**config.mk**
```make
export PLATFORM = sky130hd
export DESIGN_NAME = rect_hit_test_table_top
export DESIGN_NICKNAME = d
export VERILOG_FILES = /design/src/rtl/core/rhtt_pkg.sv /design/src/rtl/core/rhtt_ram.sv /design/src/rtl/core/rhtt_ctrl.sv /design/src/rtl/core/rhtt_dp.sv /design/src/rtl/core/rect_hit_test_table_top.sv
export SDC_FILE = /design/constraint.sdc
export NUM_CORES = 1
export LEC_CHECK = 0
export BUFFER_PORTS_ARGS = -buffer_cell sky130_fd_sc_hd__buf_2
export CORE_MARGIN = 2
export CORE_UTILIZATION = 56
export DETAILED_ROUTE_END_ITERATION = 6
export PLACE_DENSITY = 0.73
export SETUP_SLACK_MARGIN = 0.5
export SLEW_MARGIN = 20
export SYNTH_ARGS = -nofsm -noshare
export SYNTH_HDL_FRONTEND = slang
export SYNTH_SLANG_ARGS = --single-unit
```
**constraint.sdc**
```tcl
create_clock -name aclk -period 7.3 [get_ports aclk]
set_input_delay 1.46 -clock aclk [delete_from_list [all_inputs] [get_ports aclk]]
set_output_delay 1.46 -clock aclk [all_outputs]
set_load 0.03 [all_outputs]
```
**src/rtl/core/rhtt_pkg.sv**
```systemverilog
// rhtt_pkg: shared types and constants of the strip hit-test table
// action codes, add status codes, table entry layout, controller/datapath links
// no dependencies

package rhtt_pkg;

    localparam int unsigned COORD_W = 16;

    // action codes carried on the input tuser
    typedef enum logic [1:0] {
        ACT_ADD    = 2'd0,
        ACT_CLEAR  = 2'd1,
        ACT_HIT    = 2'd2,
        ACT_LOOKUP = 2'd3
    } action_t;

    // add result codes
    typedef enum logic [1:0] {
        ADD_APPENDED = 2'd0,
        ADD_UPDATED  = 2'd1,
        ADD_FULL     = 2'd2
    } add_status_t;

    // configuration register indexes
    localparam logic CFG_BAR_TOP    = 1'b0;
    localparam logic CFG_BAR_BOTTOM = 1'b1;

    // reset values of the bar band
    localparam logic [COORD_W-1:0] BAR_TOP_RESET    = 16'sd0;
    localparam logic [COORD_W-1:0] BAR_BOTTOM_RESET = 16'sd20;

    // one stored strip
    typedef struct packed {
        logic [COORD_W-1:0] id;
        logic [COORD_W-1:0] left;
        logic [COORD_W-1:0] right;
    } strip_t;

    localparam int unsigned STRIP_BITS = $bits(strip_t);

    // controller to datapath
    typedef struct packed {
        logic load;      // latch the accepted beat, restart the scan
        logic scan_en;   // step the table scan
        logic scan_fin;  // capture the scan outcome
        logic clr;       // empty the table
        logic wr;        // write the strip back to the table
        logic out_load;  // move the result into the output register
    } cmd_t;

    // datapath to controller
    typedef struct packed {
        action_t action;
        logic    done;      // scan hit an entry or ran past the last one
        logic    match;     // entry under check matches
        logic    full;      // table holds its maximum number of strips
        logic    out_free;  // output register can take a result
    } sts_t;

endpackage

```
**src/rtl/core/rhtt_ram.sv**
```systemverilog
// rhtt_ram: generic single-write, single-read ram with registered read data
// no dependencies

module rhtt_ram #(
    parameter int unsigned WIDTH = 48,
    parameter int unsigned DEPTH = 16
) (
    input  logic                                  aclk,
    input  logic                                  we,
    input  logic [(DEPTH > 1 ? $clog2(DEPTH) : 1)-1:0] waddr,
    input  logic [WIDTH-1:0]                      wdata,
    input  logic [(DEPTH > 1 ? $clog2(DEPTH) : 1)-1:0] raddr,
    output logic [WIDTH-1:0]                      rdata
);

    logic [WIDTH-1:0] mem_reg [DEPTH];

    // write port
    always_ff @(posedge aclk) begin
        if (we) begin
            mem_reg[waddr] <= wdata;
        end
    end

    // registered read port
    always_ff @(posedge aclk) begin
        rdata <= mem_reg[raddr];
    end

endmodule

```
**src/rtl/core/rhtt_ctrl.sv**
```systemverilog
// rhtt_ctrl: sequencing state machine of the strip hit-test table
// depends on rhtt_pkg for the command and status structs

module rhtt_ctrl
    import rhtt_pkg::*;
(
    input  logic aclk,
    input  logic aresetn,
    input  logic s_tvalid,
    output logic s_tready,
    input  sts_t sts,
    output cmd_t cmd
);

    typedef enum logic [1:0] {
        ST_IDLE,
        ST_SCAN,
        ST_WRITE,
        ST_DONE
    } state_t;

    state_t state_reg, state_next;
    logic   ready_reg, ready_next;
    logic   accept;

    assign accept   = s_tvalid && ready_reg;
    assign s_tready = ready_reg;

    // commands and next state
    always_comb begin
        cmd        = '0;
        state_next = state_reg;
        ready_next = ready_reg;
        case (state_reg)
            ST_IDLE: begin
                if (accept) begin
                    cmd.load   = 1'b1;
                    ready_next = 1'b0;
                    state_next = ST_SCAN;
                end
            end
            ST_SCAN: begin
                if (sts.action == ACT_CLEAR) begin
                    cmd.clr    = 1'b1;
                    state_next = ST_DONE;
                end else begin
                    cmd.scan_en = 1'b1;
                    if (sts.done) begin
                        cmd.scan_fin = 1'b1;
                        if (sts.action == ACT_ADD && (sts.match || !sts.full)) begin
                            state_next = ST_WRITE;
                        end else begin
                            state_next = ST_DONE;
                        end
                    end
                end
            end
            ST_WRITE: begin
                cmd.wr     = 1'b1;
                state_next = ST_DONE;
            end
            ST_DONE: begin
                if (sts.out_free) begin
                    cmd.out_load = 1'b1;
                    ready_next   = 1'b1;
                    state_next   = ST_IDLE;
                end
            end
            default: begin
                state_next = ST_IDLE;
                ready_next = 1'b1;
            end
        endcase
    end

    // state and registered ready
    always_ff @(posedge aclk) begin
        if (!aresetn) begin
            state_reg <= ST_IDLE;
            ready_reg <= 1'b1;
        end else begin
            state_reg <= state_next;
            ready_reg <= ready_next;
        end
    end

endmodule

```
**src/rtl/core/rhtt_dp.sv**
```systemverilog
// rhtt_dp: datapath of the strip hit-test table
// item registers, band registers, table ram, scan counter, result register
// depends on rhtt_pkg and rhtt_ram

module rhtt_dp
    import rhtt_pkg::*;
#(
    parameter int unsigned MAX_STRIPS   = 16,
    parameter int unsigned STRIP_HEIGHT = 20,
    localparam int unsigned CW = $clog2(MAX_STRIPS + 1),
    localparam int unsigned AW = (MAX_STRIPS > 1) ? $clog2(MAX_STRIPS) : 1
) (
    input  logic               aclk,
    input  logic               aresetn,
    // configuration
    input  logic               cfg_wr_en,
    input  logic               cfg_addr,
    input  logic [COORD_W-1:0] cfg_wdata,
    // input item fields
    input  action_t            in_action,
    input  logic [COORD_W-1:0] in_id,
    input  logic [COORD_W-1:0] in_left,
    input  logic [COORD_W-1:0] in_width,
    input  logic [COORD_W-1:0] in_point_h,
    input  logic [COORD_W-1:0] in_point_v,
    // controller link
    input  cmd_t               cmd,
    output sts_t               sts,
    // result channel
    output logic               m_tvalid,
    input  logic               m_tready,
    output logic               out_found,
    output logic [1:0]         out_add_status,
    output logic [COORD_W-1:0] out_hit_id,
    output logic [COORD_W-1:0] out_found_left,
    output logic [COORD_W-1:0] out_found_right,
    output logic [CW-1:0]      out_entry_count
);

    localparam logic [CW-1:0]      MAX_COUNT  = CW'(MAX_STRIPS);
    localparam logic [COORD_W-1:0] HEIGHT_LIM = COORD_W'(STRIP_HEIGHT);

    // band registers
    logic [COORD_W-1:0] bar_top_reg, bar_bottom_reg;

    // latched item
    action_t            action_reg;
    logic [COORD_W-1:0] id_reg, left_reg, right_reg, ph_reg;
    logic               band_ok_reg;

    // table state and scan
    logic [CW-1:0]      count_reg;
    logic [CW-1:0]      scan_idx_reg;
    logic [CW-1:0]      chk_idx_reg;
    logic               chk_valid_reg;
    logic               issue;
    strip_t             rd_entry;
    strip_t             wr_entry;
    logic [AW-1:0]      wr_addr;

    // scan outcome
    logic               hit_reg;
    logic [CW-1:0]      hit_idx_reg;
    strip_t             hit_entry_reg;
    add_status_t        status_reg;
    add_status_t        status_now;
    logic               match_now;
    logic               band_ok_now;

    // output register
    logic               m_valid_reg;

    // configuration writes
    always_ff @(posedge aclk) begin
        if (!aresetn) begin
            bar_top_reg    <= BAR_TOP_RESET;
            bar_bottom_reg <= BAR_BOTTOM_RESET;
        end else if (cfg_wr_en) begin
            if (cfg_addr == CFG_BAR_TOP) begin
                bar_top_reg <= cfg_wdata;
            end else begin
                bar_bottom_reg <= cfg_wdata;
            end
        end
    end

    // vertical window check of the incoming point
    assign band_ok_now = ($signed(in_point_v) >= $signed(bar_top_reg))
                      && ($signed(in_point_v) <  $signed(bar_bottom_reg))
                      && !in_point_v[COORD_W-1]
                      && ($signed(in_point_v) <  $signed(HEIGHT_LIM));

    // item registers
    always_ff @(posedge aclk) begin
        if (cmd.load) begin
            action_reg  <= in_action;
            id_reg      <= in_id;
            left_reg    <= in_left;
            right_reg   <= in_left + in_width;
            ph_reg      <= in_point_h;
            band_ok_reg <= band_ok_now;
        end
    end

    // table ram
    assign wr_entry = '{id: id_reg, left: left_reg, right: right_reg};
    assign wr_addr  = hit_reg ? hit_idx_reg[AW-1:0] : count_reg[AW-1:0];

    rhtt_ram #(
        .WIDTH (STRIP_BITS),
        .DEPTH (MAX_STRIPS)
    ) u_table (
        .aclk  (aclk),
        .we    (cmd.wr),
        .waddr (wr_addr),
        .wdata (wr_entry),
        .raddr (scan_idx_reg[AW-1:0]),
        .rdata (rd_entry)
    );

    // scan counter and read pipeline
    assign issue = cmd.scan_en && (scan_idx_reg < count_reg);

    always_ff @(posedge aclk) begin
        if (!aresetn) begin
            scan_idx_reg  <= '0;
            chk_valid_reg <= 1'b0;
        end else if (cmd.load) begin
            scan_idx_reg  <= '0;
            chk_valid_reg <= 1'b0;
        end else begin
            chk_valid_reg <= issue;
            if (issue) begin
                scan_idx_reg <= scan_idx_reg + CW'(1);
            end
        end
    end

    always_ff @(posedge aclk) begin
        if (issue) begin
            chk_idx_reg <= scan_idx_reg;
        end
    end

    // entry compare: identifier for add and lookup, span for hit test
    always_comb begin
        if (action_reg == ACT_HIT) begin
            match_now = chk_valid_reg && band_ok_reg
                     && ($signed(ph_reg) >= $signed(rd_entry.left))
                     && ($signed(ph_reg) <  $signed(rd_entry.right));
        end else begin
            match_now = chk_valid_reg && (rd_entry.id == id_reg);
        end
    end

    assign status_now = match_now ? ADD_UPDATED :
                        (count_reg == MAX_COUNT) ? ADD_FULL : ADD_APPENDED;

    // scan outcome capture
    always_ff @(posedge aclk) begin
        if (!aresetn) begin
            hit_reg    <= 1'b0;
            status_reg <= ADD_APPENDED;
        end else if (cmd.load) begin
            hit_reg    <= 1'b0;
            status_reg <= ADD_APPENDED;
        end else if (cmd.scan_fin) begin
            hit_reg    <= match_now;
            status_reg <= status_now;
        end
    end

    always_ff @(posedge aclk) begin
        if (cmd.scan_fin) begin
            hit_idx_reg   <= chk_idx_reg;
            hit_entry_reg <= rd_entry;
        end
    end

    // fill count
    always_ff @(posedge aclk) begin
        if (!aresetn) begin
            count_reg <= '0;
        end else if (cmd.clr) begin
            count_reg <= '0;
        end else if (cmd.wr && !hit_reg) begin
            count_reg <= count_reg + CW'(1);
        end
    end

    // status to controller
    assign sts.action   = action_reg;
    assign sts.done     = match_now || (!chk_valid_reg && (scan_idx_reg >= count_reg));
    assign sts.match    = match_now;
    assign sts.full     = (count_reg == MAX_COUNT);
    assign sts.out_free = !m_valid_reg || m_tready;

    // output register
    always_ff @(posedge aclk) begin
        if (!aresetn) begin
            m_valid_reg <= 1'b0;
        end else if (cmd.out_load) begin
            m_valid_reg <= 1'b1;
        end else if (m_tready) begin
            m_valid_reg <= 1'b0;
        end
    end

    always_ff @(posedge aclk) begin
        if (cmd.out_load) begin
            out_found       <= hit_reg && (action_reg == ACT_HIT || action_reg == ACT_LOOKUP);
            out_add_status  <= (action_reg == ACT_ADD) ? status_reg : ADD_APPENDED;
            out_hit_id      <= (hit_reg && action_reg == ACT_HIT) ? hit_entry_reg.id : '0;
            out_found_left  <= (hit_reg && action_reg == ACT_LOOKUP) ? hit_entry_reg.left : '0;
            out_found_right <= (hit_reg && action_reg == ACT_LOOKUP) ? hit_entry_reg.right : '0;
            out_entry_count <= count_reg;
        end
    end

    assign m_tvalid = m_valid_reg;

endmodule

```
**src/rtl/core/rect_hit_test_table_top.sv**
```systemverilog
// Strip hit-test table: up to MAX_STRIPS strips (identifier, left edge, right edge =
// left + width wrapped to 16 bits, rows 0 up to STRIP_HEIGHT exclusive). Each input
// beat carries one action in s_tuser (add/update, clear, hit test, lookup) and gives
// one result beat. Add, hit test and lookup scan the stored strips in insertion
// order through one table ram read port, one entry per cycle, and stop at the first
// match. An add that writes then passes through a write state, and a clear empties the
// table without a scan. A stalled result register holds the item until the output
// register is free. A new beat is taken while the previous result still waits in the
// output register. The user must write the bar band registers through the cfg port
// only while the block is idle; the block itself does not enforce this.
// depends on rhtt_pkg, rhtt_ctrl, rhtt_dp, rhtt_ram

module rect_hit_test_table_top
    import rhtt_pkg::*;
#(
    parameter int unsigned MAX_STRIPS   = 16,
    parameter int unsigned STRIP_HEIGHT = 20,
    localparam int unsigned CW       = $clog2(MAX_STRIPS + 1),
    localparam int unsigned M_BITS   = 3 + 3 * COORD_W + CW,
    localparam int unsigned M_DATA_W = ((M_BITS + 7) / 8) * 8
) (
    input  logic                aclk,
    input  logic                aresetn,
    // configuration write port
    input  logic                cfg_wr_en,
    input  logic                cfg_addr,
    input  logic [COORD_W-1:0]  cfg_wdata,
    // input channel
    input  logic                s_tvalid,
    output logic                s_tready,
    input  logic [79:0]         s_tdata,   // strip_id, strip_left, strip_width, point_h, point_v
    input  logic [1:0]          s_tuser,   // action
    // result channel
    output logic                m_tvalid,
    input  logic                m_tready,
    output logic [M_DATA_W-1:0] m_tdata    // found, add_status, hit_id, found_left,
                                           // found_right, entry_count, zero fill
);

    cmd_t               cmd;
    sts_t               sts;
    logic               out_found;
    logic [1:0]         out_add_status;
    logic [COORD_W-1:0] out_hit_id;
    logic [COORD_W-1:0] out_found_left;
    logic [COORD_W-1:0] out_found_right;
    logic [CW-1:0]      out_entry_count;

    // sequencing
    rhtt_ctrl u_ctrl (
        .aclk     (aclk),
        .aresetn  (aresetn),
        .s_tvalid (s_tvalid),
        .s_tready (s_tready),
        .sts      (sts),
        .cmd      (cmd)
    );

    // table, scan and result register
    rhtt_dp #(
        .MAX_STRIPS   (MAX_STRIPS),
        .STRIP_HEIGHT (STRIP_HEIGHT)
    ) u_dp (
        .aclk            (aclk),
        .aresetn         (aresetn),
        .cfg_wr_en       (cfg_wr_en),
        .cfg_addr        (cfg_addr),
        .cfg_wdata       (cfg_wdata),
        .in_action       (action_t'(s_tuser)),
        .in_id           (s_tdata[15:0]),
        .in_left         (s_tdata[31:16]),
        .in_width        (s_tdata[47:32]),
        .in_point_h      (s_tdata[63:48]),
        .in_point_v      (s_tdata[79:64]),
        .cmd             (cmd),
        .sts             (sts),
        .m_tvalid        (m_tvalid),
        .m_tready        (m_tready),
        .out_found       (out_found),
        .out_add_status  (out_add_status),
        .out_hit_id      (out_hit_id),
        .out_found_left  (out_found_left),
        .out_found_right (out_found_right),
        .out_entry_count (out_entry_count)
    );

    // result beat packing, lowest field first
    assign m_tdata = M_DATA_W'({out_entry_count, out_found_right, out_found_left,
                                out_hit_id, out_add_status, out_found});

endmodule
```
# After elaboration in Yosys (flattened, before gate mapping)
# Memories as Yosys holds them, arrays and structs flattened. A register that Yosys moved wholly into a read port is not among the register bits.
# Index checks and enable logic that the tools add are counted.
[classes]
reduce_logical = 34
n_addsub = 3
bitwise = 2
n_lt_le_gt_ge = 7
n_eq_ne = 11
mux = 26
[op_table]
columns = ["op", "count"]
rows = [
  ["$ge 16x16->1", 2],
  ["$lt 16x16->1", 2],
  ["$add 16x16->16", 1],
  ["$eq 16x16->1", 1],
  ["$lt 16x6->1 const B", 1],
  ["$logic_and 1x1->1", 15],
  ["$mux 1", 15],
  ["$mux 2", 7],
  ["$add 5x1->5 const B", 2],
  ["$eq 2x2->1 const B", 4],
  ["$pmux 2 s4", 1],
  ["$reduce_and 3->1", 2],
  ["$eq 5x5->1 const B", 1],
  ["$ge 5x5->1", 1],
  ["$logic_not 1->1", 5],
  ["$lt 5x5->1", 1],
  ["$eq 2x1->1 const B", 2],
  ["$logic_not 2->1", 2],
  ["$logic_or 1x1->1", 4],
  ["$mux 4", 1],
  ["$reduce_and 2->1", 2],
  ["$reduce_bool 2->1", 2],
  ["$reduce_or 2->1", 2],
  ["$mux 3", 1],
  ["other kinds (5)", 6],
]
[totals]
ram_bits = 768
mem_count = 1
reg_bits = 229
out_inout_bits = 58
elab_cells = 111
in_bits = 104
[mem_list]
columns = ["memory", "depth", "width", "rd", "rd_ports_with_merged_regs", "wr", "line", "text"]
rows = [
  ["u_dp.u_table.mem_reg", 16, 48, 1, 1, 1, "rhtt_ram.sv:16", "logic [WIDTH-1:0] mem_reg [DEPTH];"],
]

# Longest topological paths before layout
[depth]
depth_word = 10
depth_mapped = 14
mapped_depth_nobuf = 12

# By module
# A second synthesis with hierarchy kept.
[unflattened]
cells_unflattened = 2095
hier_area_um2 = 40178.5
[by_module_without_submodules]
columns = ["mod", "n_inst", "cells_each", "seq_area_each_um2", "area_per_inst_um2"]
rows = [
  ["rhtt_ram", 1, 1242, 24023.0, 29691.0],
  ["rhtt_dp", 1, 818, 6296.0, 10179.8],
  ["rhtt_ctrl", 1, 34, 60.1, 300.3],
  ["rect_hit_test_table_top", 1, 1, 0.0, 7.5],
]

# Worst setup path before layout
# No wires, ideal clock.
[synth_path]
path_type = "input to register"
start = "in s_tvalid"
end = "reg u_dp.action_reg[0], enable pin"
arrival_ns = 4.355
cell_stages = 2
slack_ns = 2.453
path_cell_list = "nand2_1 > nor2_1"
[synth_rtl]
columns = ["item", "line", "text"]
rows = [
  ["from (decl)", "rect_hit_test_table_top.sv:29", "input logic s_tvalid,"],
  ["to (signal assigned)", "rhtt_dp.sv:96", "action_reg <= in_action;"],
  ["to (decl)", "rhtt_dp.sv:47", "action_t action_reg;"],
]

==> results.txt <==
----------------------------------------------------
[Cells and area]
  Ratio of cells with drive above 1 in the final layout ... 0.267
  Share of the core filled with cells in the final layout ... 0.639
  Layout Nets ... 2,382
  Max FFs per register ... 768
  Synth-to-layout area growth ... 13.3%
  Commonest non-fill, non-tap cell in the layout ... edfxtp_1
  Footprint of the multi-input gates ... 9350 um2
  Register area ... 30,400 um2
  Filler cell count in the final layout ... 4,647
  Highest-count cells in the layout ignoring fill and taps ... edfxtp_1, mux4_2, buf_2

[Route]
  DRC Markers ... 1
  Detailed-route wire length ... 87,900 um
  Violation count after the first detailed-route iteration ... 2,038
  Via count of the routed design ... 19,500
  TritonRoute pass-1 iters ... 7
  Avg Vias per Cell ... 6.07
  Routed Antenna Nets ... 0
  Drt wl/cell ... 27.3 um

[Global route]
  Antenna violations before repair ... 5
  Maximum number of pins on one net before global-route repair ... 148
  Aggregate global-route resource usage ... 0.240
  Aggregate global routing overflow ... 0
  Vias in the first global route ... 20,000
  First-pass GRT wire length ... 129,000 um

[Yosys]
  Number of unique standard cell types used by synthesis ... 58
  Combinational family with the most area after synthesis ... multiplexers
  Avg Synthesized Cell Area ... 20.4 um2
  Mux contribution to synthesized area ... 0.135
  Simple-gate share of the synthesized area ... 0.0322
  Post-synth top flop ... edfxtp_1
  Synth async-reset ratio ... 0
  Count of flip-flops with a built-in enable after synthesis ... 947
  Compound-Gate Fraction of Synth Area ... 0.0247
  Proportion of synthesized chip area in sequential cells ... 0.756
  Count of state elements after synthesis ... 1,044
  Cell area after technology mapping ... 40,200 um2
  Synth Area in Adders ... 0.0282
  Post-synthesis xor/xnor area fraction ... 0.00850
  Syn Nets ... 2,168
  Yosys warning count ... 0
  Number of instances in the synthesized netlist ... 1,974

[CTS]
  Number of buffers created by CTS ... 99
  CTS tree ... built
  Clock root cell ... clkbuf_16
  Hold-fix buffer count after cts ... 0
  Clock Tree Buf Depth ... 3
  Clk sink count ... 1,044
  Post-CTS resize count ... 0
  Later-pin clock latency in the skew report ... 660 ps
  Htree depth ... 3
  Number of buffers added for setup after CTS ... 0
  Clock-pin slew on the worst setup and hold paths ... 60 ps

[Min path]
  Path type of the worst min-delay path ... register to register

[Power]
  Share of total power in the clock network ... 0.363
  Switching power summed over all nets ... 3.36 mW
  Combinational cell fraction of total power ... 0.089
  Overall Power ... 14.1 mW
  Maximum vdd drop ... 0.189 mV
  Switching Share ... 0.239
  Flop pwr share ... 0.547
  P per Cell Area ... 309 nW/um2
  Static leakage ... 14.8 nW
  Internal ... 10.7 mW

[Floorplan]
  Initial cell density of the core ... 0.564
  Floorplan die height ... 272 um
  Die X ... 272 um
  I/O pins ... 162
  Overall die area ... 74,000 um2
  Row count ... 98
  CORE AREA ... 71,200 um2

[STA]
  Worst-case clock skew ... 29.8 ps
  RSZ-0062 raised after global routing ... no
  TNS Setup ... 0 ps
  Total count of hold-check failures in the final report ... 0
  Relative max-transition margin ... 0.266
  Worst Hold Margin ... 431 ps
  Fmax achieved ... 0.278 GHz
  Final Worst Setup Slack ... 3710 ps
  Final-report setup violation count ... 0
  Pins Over Slew Limit ... 0
  Minimum clock period after layout ... 3590 ps
  Fin crit share ... 0.492
  Least-Margin Pin Slew ... 1100 ps

[Setup path]
  CP endpoint kind ... register
  Worst-path fanout max ... 52
  Start-to-end type of the worst setup path ... register to register
  Sort of element at the start of the critical path ... register
  Worst EP required ... 7570 ps
  Arrival time reported for the critical path endpoint ... 3860 ps

[Run]
  Max cap viols ... 0

[Placement]
  Final GP Congestion ... 0.895
  Number of buffers inserted by port buffering ... 161
  Setup Slack @ Placement ... 3580 ps
  DP HPWL ... 48,100 um

[Outcome]
  Violations in the final reports ... design-rule violations
  Status ... complete, but fails checks

----------------------------------------------------
[Yosys cell counts, types with 3 or more instances]
cell	n	area, um2
edfxtp_1	947	28400
mux4_2	240	5410
dfxtp_1	97	1940
ha_1	89	1110
nand2_1	86	323
inv_1	82	308
and2_1	51	319
clkbuf_1	48	180
nor2_1	47	176
a21oi_1	33	165
a21boi_0	32	240
xor2_1	21	184
o21ai_0	18	90.1
xnor2_1	18	158
buf_2	16	80.1
nand4_1	14	87.6
nor3_1	14	70.1
a21o_1	12	90.1
nand2b_1	10	62.6
nand3_1	10	50.1
nor2b_1	10	62.6
buf_1	9	33.8
nor4_1	5	31.3
o31ai_1	5	37.5
a31oi_1	4	25.0
mux2i_1	4	40.0
o21ai_1	4	20.0
a2111oi_0	3	26.3
a22oi_1	3	22.5
and3_1	3	18.8
nor3b_1	3	22.5
o21a_1	3	22.5
o31a_1	3	26.3
[worst paths after layout]
kind | start | to | slack, ps | depth (start not counted)
worst min register to register | u_dp.chk_idx_reg[1]$_DFFE_PP_ | u_dp.hit_idx_reg[1]$_DFFE_PP_ | 430 | 0
worst min-delay path | u_dp.chk_idx_reg[1]$_DFFE_PP_ | u_dp.hit_idx_reg[1]$_DFFE_PP_ | 430 | 0
worst max register to register | u_dp.ph_reg[1]$_DFFE_PP_ | u_dp.hit_entry_reg[20]$_DFFE_PP_ | 3710 | 10
worst max-delay path | u_dp.ph_reg[1]$_DFFE_PP_ | u_dp.hit_entry_reg[20]$_DFFE_PP_ | 3710 | 10
[through the flow]
stage,std cells,cell area [um2]
after global placement,3036,42300
after global routing,3221,45500
final,3221,45500
after detailed placement,3037,42300
after floorplan,1974,40200
after CTS,3220,45500
[kinds of logic (layout without fill, tap and decap cells)]
| family | after synthesis | in the layout |
|---|---|---|
| muxes | 244 | 244 |
| xor gates and xnor gates | 39 | 39 |
| and+or+nand+nor | 261 | 261 |
| AOI/OAI and AO/OA | 139 | 139 |
| DFF | 1044 | 1044 |
| buffers and inverters | 157 | 453 |
| adders and majority gates | 90 | 90 |
| other | 0 | 1 |
[area by class of cell]
type	instances	area share
Timing Repair Buffer	188	0.0231
Sequential cell	1044	0.667
Multi-Input combinational cell	773	0.205
Inverter	82	0.00676
Antenna cell	1	0.0000549
Clock buffer	138	0.0607
Tap cell	950	0.0261
Clock inverter	45	0.0105
[critical path: stages, from the launching register on]
cell	delay [ps]
edfxtp_1	410
ha_1	310
nor2b_4	130
o211ai_2	180
a2111oi_2	100
a2111oi_2	480
mux2i_1	260
o32ai_4	430
nor2_1	150
nor2_4	100
buf_4	640
[routing by layer]
metal,routed length [um],global-route usage,vias up
li1,-,-,8373
met3,5870,0.0299,129
met2,45200,0.410,876
met1,34500,0.324,10200
met5,0,0,-
met4,2300,0.0818,0
[power by group through the flow]
stage	clock, mW	sequential [mW]	combinational (mW)
after floorplan	0	7.71	0.765
after global placement	0	7.77	1.23
after detailed placement	0	7.82	1.26
after CTS	5.18	7.69	1.27
after global routing	5.41	7.75	1.36
final	5.11	7.69	1.25
(Power assumes the default switching activity.)
